--- src/design/dwrf_pkg.sv ---
package dwrf_pkg;

  localparam int unsigned ENTRIES = 8;
  localparam int unsigned IDX_W = (ENTRIES > 1) ? $clog2(ENTRIES) : 1;
  localparam logic [7:0] EMPTY_MARK = 8'd255;
  localparam logic [7:0] NO_SEQ = 8'hFF;

  typedef enum logic [1:0] {
    OP_VALIDATE = 2'd0,
    OP_ADD      = 2'd1,
    OP_REMOVE   = 2'd2
  } opcode_e;

  typedef enum logic [2:0] {
    ST_OK         = 3'd0,
    ST_NOT_LISTED = 3'd1,
    ST_TAG_BAD    = 3'd2,
    ST_REPLAY     = 3'd3,
    ST_FULL       = 3'd4,
    ST_NOT_FOUND  = 3'd5
  } status_e;

  typedef struct packed {
    logic [1:0] opcode;
    logic [7:0] node_id;
    logic [7:0] seq;
    logic       tag_ok;
  } in_beat_t;

  typedef struct packed {
    logic       accepted;
    logic [2:0] status;
  } out_beat_t;

  typedef struct packed {
    logic             valid;
    in_beat_t         beat;
    logic             al_match;
    logic [IDX_W-1:0] al_match_idx;
    logic             al_free;
    logic [IDX_W-1:0] al_free_idx;
    logic             ca_hit;
    logic [IDX_W-1:0] ca_hit_idx;
    logic [7:0]       ca_hit_seq;
    logic             ca_free;
    logic [IDX_W-1:0] ca_free_idx;
  } token_t;

  typedef struct packed {
    logic             al_we;
    logic [IDX_W-1:0] al_idx;
    logic [7:0]       al_data;
    logic             ca_we;
    logic [IDX_W-1:0] ca_idx;
    logic [7:0]       ca_id;
    logic [7:0]       ca_seq;
  } wr_cmd_t;

endpackage

--- src/design/dwrf_cell.sv ---
module dwrf_cell (
  input  logic                       clk_i,
  input  logic                       rst_ni,
  input  logic [dwrf_pkg::IDX_W-1:0] idx_i,
  input  dwrf_pkg::token_t           tok_i,
  input  dwrf_pkg::wr_cmd_t          wr_i,
  output dwrf_pkg::token_t           tok_o
);
  import dwrf_pkg::*;

  logic [7:0] alw_q;
  logic [7:0] cid_q;
  logic [7:0] cseq_q;
  token_t     tok_d;
  token_t     tok_q;

  always_comb begin
    tok_d = tok_i;
    if (!tok_i.al_match && alw_q == tok_i.beat.node_id) begin
      tok_d.al_match     = 1'b1;
      tok_d.al_match_idx = idx_i;
    end
    if (!tok_i.al_free && alw_q == EMPTY_MARK) begin
      tok_d.al_free     = 1'b1;
      tok_d.al_free_idx = idx_i;
    end
    if (!tok_i.ca_hit && cid_q == tok_i.beat.node_id) begin
      tok_d.ca_hit     = 1'b1;
      tok_d.ca_hit_idx = idx_i;
      tok_d.ca_hit_seq = cseq_q;
    end
    if (!tok_i.ca_free && cid_q == EMPTY_MARK) begin
      tok_d.ca_free     = 1'b1;
      tok_d.ca_free_idx = idx_i;
    end
  end

  always_ff @(posedge clk_i or negedge rst_ni) begin
    if (!rst_ni) begin
      tok_q  <= '0;
      alw_q  <= EMPTY_MARK;
      cid_q  <= EMPTY_MARK;
      cseq_q <= NO_SEQ;
    end else begin
      tok_q <= tok_d;
      if (wr_i.al_we && wr_i.al_idx == idx_i) begin
        alw_q <= wr_i.al_data;
      end
      if (wr_i.ca_we && wr_i.ca_idx == idx_i) begin
        cid_q  <= wr_i.ca_id;
        cseq_q <= wr_i.ca_seq;
      end
    end
  end

  assign tok_o = tok_q;

endmodule

--- src/design/dwrf_judge.sv ---
module dwrf_judge (
  input  dwrf_pkg::token_t    tok_i,
  output dwrf_pkg::out_beat_t res_o,
  output dwrf_pkg::wr_cmd_t   wr_o
);
  import dwrf_pkg::*;

  logic    is_empty;
  status_e status;

  assign is_empty = (tok_i.beat.node_id == EMPTY_MARK);

  always_comb begin
    res_o.accepted = 1'b0;
    status         = ST_NOT_FOUND;
    wr_o           = '0;
    wr_o.ca_id     = tok_i.beat.node_id;
    wr_o.ca_seq    = tok_i.beat.seq;
    unique case (tok_i.beat.opcode)
      OP_VALIDATE: begin
        if (is_empty || !tok_i.al_match) begin
          status = ST_NOT_LISTED;
        end else if (!tok_i.beat.tag_ok) begin
          status = ST_TAG_BAD;
        end else if (tok_i.ca_hit && tok_i.ca_hit_seq != NO_SEQ &&
                     tok_i.ca_hit_seq == tok_i.beat.seq) begin
          status = ST_REPLAY;
        end else begin
          res_o.accepted = 1'b1;
          status         = ST_OK;
          if (tok_i.ca_hit) begin
            wr_o.ca_we  = tok_i.valid;
            wr_o.ca_idx = tok_i.ca_hit_idx;
          end else if (tok_i.ca_free) begin
            wr_o.ca_we  = tok_i.valid;
            wr_o.ca_idx = tok_i.ca_free_idx;
          end
        end
      end
      OP_ADD: begin
        if (is_empty) begin
          status = ST_NOT_LISTED;
        end else if (!tok_i.al_free) begin
          status = ST_FULL;
        end else begin
          res_o.accepted = 1'b1;
          status         = ST_OK;
          wr_o.al_we     = tok_i.valid;
          wr_o.al_idx    = tok_i.al_free_idx;
          wr_o.al_data   = tok_i.beat.node_id;
        end
      end
      OP_REMOVE: begin
        if (is_empty || !tok_i.al_match) begin
          status = ST_NOT_FOUND;
        end else begin
          res_o.accepted = 1'b1;
          status         = ST_OK;
          wr_o.al_we     = tok_i.valid;
          wr_o.al_idx    = tok_i.al_match_idx;
          wr_o.al_data   = EMPTY_MARK;
        end
      end
      default: begin
        status = ST_NOT_FOUND;
      end
    endcase
    res_o.status = status;
  end

endmodule

--- src/design/device_whitelist_replay_filter.sv ---
// Channel  Direction  Handshake                   Payload
// in       input      in_valid_i / in_stall_o     in_beat_i  (opcode, node_id, seq, tag_ok)
// out      output     out_valid_o / out_stall_i   out_beat_o (accepted, status)
//
// A request beat walks the row of ENTRIES cells, one cell per cycle, and the
// state write is applied as it leaves the last cell.
// A result is registered into the output as the request leaves the row, and the next
// request is taken only after that, so one request is in the row at a time.
// Reset restores every whitelist and cache entry to the free marker.
// A stalled result is parked, and the next request is taken once it moves on.
module device_whitelist_replay_filter (
  input  logic                clk_i,
  input  logic                rst_ni,
  input  logic                in_valid_i,
  output logic                in_stall_o,
  input  dwrf_pkg::in_beat_t  in_beat_i,
  output logic                out_valid_o,
  input  logic                out_stall_i,
  output dwrf_pkg::out_beat_t out_beat_o
);
  import dwrf_pkg::*;

  token_t            tok [ENTRIES+1];
  logic [ENTRIES:1]  tok_valid;
  wr_cmd_t           wr;
  out_beat_t         res;
  logic              busy_q;
  logic              hold_v_q;
  out_beat_t         hold_q;
  logic              out_valid_q;
  out_beat_t         out_q;
  logic              in_acc;
  logic              out_free;
  logic              exit_v;

  assign in_acc   = in_valid_i && !busy_q;
  assign out_free = !out_valid_q || !out_stall_i;
  assign exit_v   = tok[ENTRIES].valid;

  always_comb begin
    tok[0]       = '0;
    tok[0].valid = in_acc;
    tok[0].beat  = in_beat_i;
  end

  for (genvar k = 0; k < ENTRIES; k++) begin : g_cell
    dwrf_cell u_cell (
      .clk_i  (clk_i),
      .rst_ni (rst_ni),
      .idx_i  (IDX_W'(k)),
      .tok_i  (tok[k]),
      .wr_i   (wr),
      .tok_o  (tok[k+1])
    );
  end

  for (genvar k = 1; k <= ENTRIES; k++) begin : g_vld
    assign tok_valid[k] = tok[k].valid;
  end

  dwrf_judge u_judge (
    .tok_i (tok[ENTRIES]),
    .res_o (res),
    .wr_o  (wr)
  );

  always_ff @(posedge clk_i or negedge rst_ni) begin
    if (!rst_ni) begin
      busy_q      <= 1'b0;
      hold_v_q    <= 1'b0;
      out_valid_q <= 1'b0;
    end else begin
      if (in_acc) begin
        busy_q <= 1'b1;
      end
      if (exit_v) begin
        if (out_free) begin
          out_valid_q <= 1'b1;
          busy_q      <= 1'b0;
        end else begin
          hold_v_q <= 1'b1;
        end
      end else if (hold_v_q && out_free) begin
        out_valid_q <= 1'b1;
        hold_v_q    <= 1'b0;
        busy_q      <= 1'b0;
      end else if (out_valid_q && !out_stall_i) begin
        out_valid_q <= 1'b0;
      end
    end
  end

  always_ff @(posedge clk_i) begin
    if (exit_v) begin
      if (out_free) begin
        out_q <= res;
      end else begin
        hold_q <= res;
      end
    end else if (hold_v_q && out_free) begin
      out_q <= hold_q;
    end
  end

  assign in_stall_o  = busy_q;
  assign out_valid_o = out_valid_q;
  assign out_beat_o  = out_q;

`ifndef NO_ASSERTIONS
  a_one_token: assert property (@(posedge clk_i) disable iff (!rst_ni)
    $countones(tok_valid) <= 1)
    else $error("more than one request in the cell row");

  a_exit_busy: assert property (@(posedge clk_i) disable iff (!rst_ni)
    exit_v |-> busy_q)
    else $error("request left the row while idle");

  a_hold_full: assert property (@(posedge clk_i) disable iff (!rst_ni)
    hold_v_q |-> (out_valid_q && busy_q))
    else $error("parked result without a full output register");

  a_exit_out: assert property (@(posedge clk_i) disable iff (!rst_ni)
    (exit_v && out_free) |=> (out_valid_q && !busy_q))
    else $error("finished result not presented");
`endif

endmodule

--- config.mk ---
export PLATFORM = sky130hd
export DESIGN_NAME = device_whitelist_replay_filter
export DESIGN_NICKNAME = d
export VERILOG_FILES = /design/src/design/dwrf_pkg.sv /design/src/design/dwrf_cell.sv /design/src/design/dwrf_judge.sv /design/src/design/device_whitelist_replay_filter.sv
export SDC_FILE = /design/constraint.sdc
export NUM_CORES = 1
export LEC_CHECK = 0
export BUFFER_PORTS_ARGS = -buffer_cell sky130_fd_sc_hd__buf_2
export CORE_MARGIN = 2
export CORE_UTILIZATION = 48
export DETAILED_ROUTE_END_ITERATION = 8
export PLACE_DENSITY_LB_ADDON = 0.05
export RECOVER_POWER = 25
export SYNTH_ARGS = -nofsm -noshare
export SYNTH_HDL_FRONTEND = slang
export SYNTH_SLANG_ARGS = --single-unit
--- constraint.sdc ---
create_clock -name clk_i -period 2.35 [get_ports clk_i]
set_input_delay 0.1175 -clock clk_i [delete_from_list [all_inputs] [get_ports clk_i]]
set_output_delay 0.1175 -clock clk_i [all_outputs]
set_load 0.03 [all_outputs]
==> impl_metrics.csv <==
group,metric,value,unit
status,status,"finished clean",
die,dieWidth,207,microns
clocking,cts_tree,"done",
sta,finalMaxSlewViolations,0,
placement,gp_congestion,0.779,
pwr,power_density,805,nW/um^2
yosys,ys_types,53,
sta,grt_setup_unrepaired,"yes",
clocking,cts.sinks,527,
yosys,synth_top_family_by_area,"multiplexers",
clocking,htreeDepth,2,
pwr,power.total,18.8,mW
critical_path,worst-path-buf-inv,0,
flow_run,cap_violations,0,
sta,whs,0.139,ns
clocking,insertion_delay,0.61,ns
critical_path,end_kind,"flop",
global_route,overflow,0,
die,dieArea,42900,sq um
clocking,cts_root_buffer,"clkbuf_16",
finish,final_cell_mix,"dfrtp_1, mux2_2, dfstp_2, xor2_1, buf_4",
routing,ant_nets,0,
routing,wire_per_inst,19.8,microns
routing,route.detailed.drc,0,
sta,max-slew-margin-rel,16.7,%
sta,period_share,97.5,%
finish,syn_to_final_growth,17.6,%
routing,drt_iter0_drc,513,
die,fp.dieH,207,microns
finish,seqCellArea,13500,sq um
finish,n_fill_cell,3294,
yosys,synth_compound_gate_area_share,1.72,%
critical_path,start_kind,"flop",
finish,fin_nets,1455,
clocking,cts.path.max_buffers,3,
global_route,grt_pass1_vias,11000,
critical_path,critical-path-top-delay-family,"simple AND/OR/NAND/NOR gates",
sta,final.min_clock_period,2.29,ns
global_route,antenna_found_initial,0,
placement,dp_hpwl,26600,microns
yosys,async_reset_ff_share,98.5,%
routing,routed_wirelength,39700,microns
sta,worst_slew_pin_slew,1.25,ns
critical_path,worstPathCellList,"ha_2 > and2_1 > a32o_1 > or4b_4 > nor2_4 > mux2_2",
worst_hold_path,hp-class,"in -> reg",
global_route,grt_pass1_wl,63700,microns
critical_path,crit_fanout,8,
sta,final.setup.worst_slack,0.0592,ns
finish,multi_input_area,6160,sq um
yosys,netlist_area,19800,sq um
clocking,tritoncts.num_buffers,53,
yosys,synth_fp_nets,1307,
yosys,synth_fa_ha_area_share,0.252,%
routing,drtPass1Iterations,4,
sta,fmax,0.437,GHz
sta,finClkSkew,0.0217,ns
die,coreArea,40800,sq um
yosys,synthMuxAreaShare,14.4,%
sta,hold_viol,0,
yosys,synth_warnings,0,
placement,place_ws,-0.250,ns
yosys,synthXorXnorAreaFrac,6.05,%
critical_path,crit_type,"reg -> reg",
yosys,synth_area_per_cell,15.5,sq um
routing,vias,10300,
yosys,synthCells,1280,
yosys,synth-simple-area-share,8.15,%
yosys,synth-edff-count,8,
critical_path,arrival,2.81,ns
sta,setup_violations,0,
critical_path,required,2.87,ns
clocking,clkTransAtPathRegs,0.06,ns
die,io_pins,29,
yosys,synth-seq-cells,527,
die,initial_utilization,48.6,%
pwr,vdd_ir_drop_max,0.529,mV
finish,mostFrequentLayoutCell,"dfrtp_1",
yosys,yosysSeqAreaShare,67.9,%
finish,final_util,57.1,%
finish,drive_gt1_share,46.3,%
finish,antenna_cells,0,
die,num_rows,74,
pwr,power.leakage,10.6,nW
critical_path,slowest_stage,"or4b_4",
routing,via_per_inst,5.13,
yosys,ys.flop_type,"dfrtp_1",
critical_path,cpPeakStageDelay,0.58,ns
global_route,grt_start_max_net_pins,95,
sta,setup_tns,0,ns
placement,io_buffers,28,
global_route,track_usage,19.1,%
==> cell usage after synthesis (4+ instances only) <==
cell        n  area share (%)
xnor2_1    23             1.0
nor4_1     29            0.92
nor2_1     30            0.57
clkbuf_1    6            0.11
mux2_2    240              14
inv_1      10            0.19
a21oi_1    14            0.35
and2_1     10            0.32
ha_1        4            0.25
or2_2      37             1.2
buf_1       4           0.076
dfstp_2   192              25
nor2b_1    23            0.73
mux2_4     10            0.76
edfxtp_1    8             1.2
dfrtp_1   327              41
nand2_1    34            0.64
xor2_1    112             4.9
nand4_1    42             1.3
buf_6      12            0.68
o21ai_0     6            0.15
nand3_1     6            0.15
o21bai_1   15            0.57
nor3_1     17            0.43
buf_2      11            0.28
nand2b_1   18            0.57
==> through the flow <==
step / std cells / cell area [sq um]
floorplan: 1280 / 19800
global placement: 1873 / 21100
detailed placement: 1873 / 21100
CTS: 2002 / 23300
global route: 2004 / 23300
finish: 2004 / 23300
==> path summary, 6_finish.rpt <==
path                                             from                          to  slack, ns  cells after the start
setup / recovery           g_cell[7].u_cell.tok_o[41]   g_cell[0].u_cell.alw_q[4]       0.06                      6
hold / removal                           in_beat_i[5]  g_cell[0].u_cell.tok_o[29]       0.14                      2
setup reg to reg           g_cell[7].u_cell.tok_o[41]   g_cell[0].u_cell.alw_q[4]       0.06                      6
max in group asynchronous                      rst_ni   g_cell[6].u_cell.tok_o[8]       0.30                      4
min in group asynchronous                      rst_ni  g_cell[4].u_cell.tok_o[35]       0.53                      3
hold reg to reg            g_cell[0].u_cell.tok_o[42]  g_cell[1].u_cell.tok_o[42]       0.34                      0
==> cell type report <==
class	instances	area share, %
Sequential cell	527	57.8
Inverter	10	0.161
Clock buffer	75	6.56
Tap cell	532	2.86
Clock inverter	24	1.38
Multi-Input combinational cell	707	26.4
Timing Repair Buffer	129	4.83
==> metal layers <==
metal	wire [microns]	part of all wire, %	up-vias	track usage (%)
li1	-	-	4727	-
met1	18700	47	5329	27.9
met2	18700	47	161	29.5
met3	1440	3.6	62	2.90
met4	848	2.1	0	6.06
met5	0	0	-	0
==> power breakdown <==
| part | leakage [nW] | switching (mW) | total (mW) | internal (mW) |
|---|---|---|---|---|
| sequential | 6.26 | 0.132 | 9.42 | 9.28 |
| combinational | 3.45 | 0.379 | 0.570 | 0.191 |
| clock | 0.913 | 3.55 | 8.78 | 5.23 |
==> logic make-up (layout without fill, tap and decap cells) <==
group,count (synthesis),in the layout
AOI/OAI and AO/OA,51,51
xor gates and xnor gates,136,136
adders and majority gates,4,4
buffers and inverters,46,238
DFF,527,527
muxes,250,250
and+or+nand+nor,266,266
==> repair_timing <==
| item | 4_1_cts | 5_1_grt |
|---|---|---|
| hold buffers | 25 | 0 |
| setup buffers | 5 | 2 |
| pin swaps | 4 | 4 |
| hold endpoints to repair | 370 | 0 |
| setup endpoints to repair | 79 | 71 |
| resized for setup | 10 | 15 |
==> sequential cells by signal (all words and copies together) (netlist names) <==
| register | flops |
|---|---|
| g_cell.u_cell.tok_o | 324 |
| g_cell.u_cell.alw_q | 64 |
| g_cell.u_cell.cid_q | 64 |
| g_cell.u_cell.cseq_q | 64 |
| hold_q | 4 |
| out_beat_o | 4 |
| hold_v_q | 1 |
| in_stall_o | 1 |
| out_valid_o | 1 |
Power figures use the tool's default switching activity.
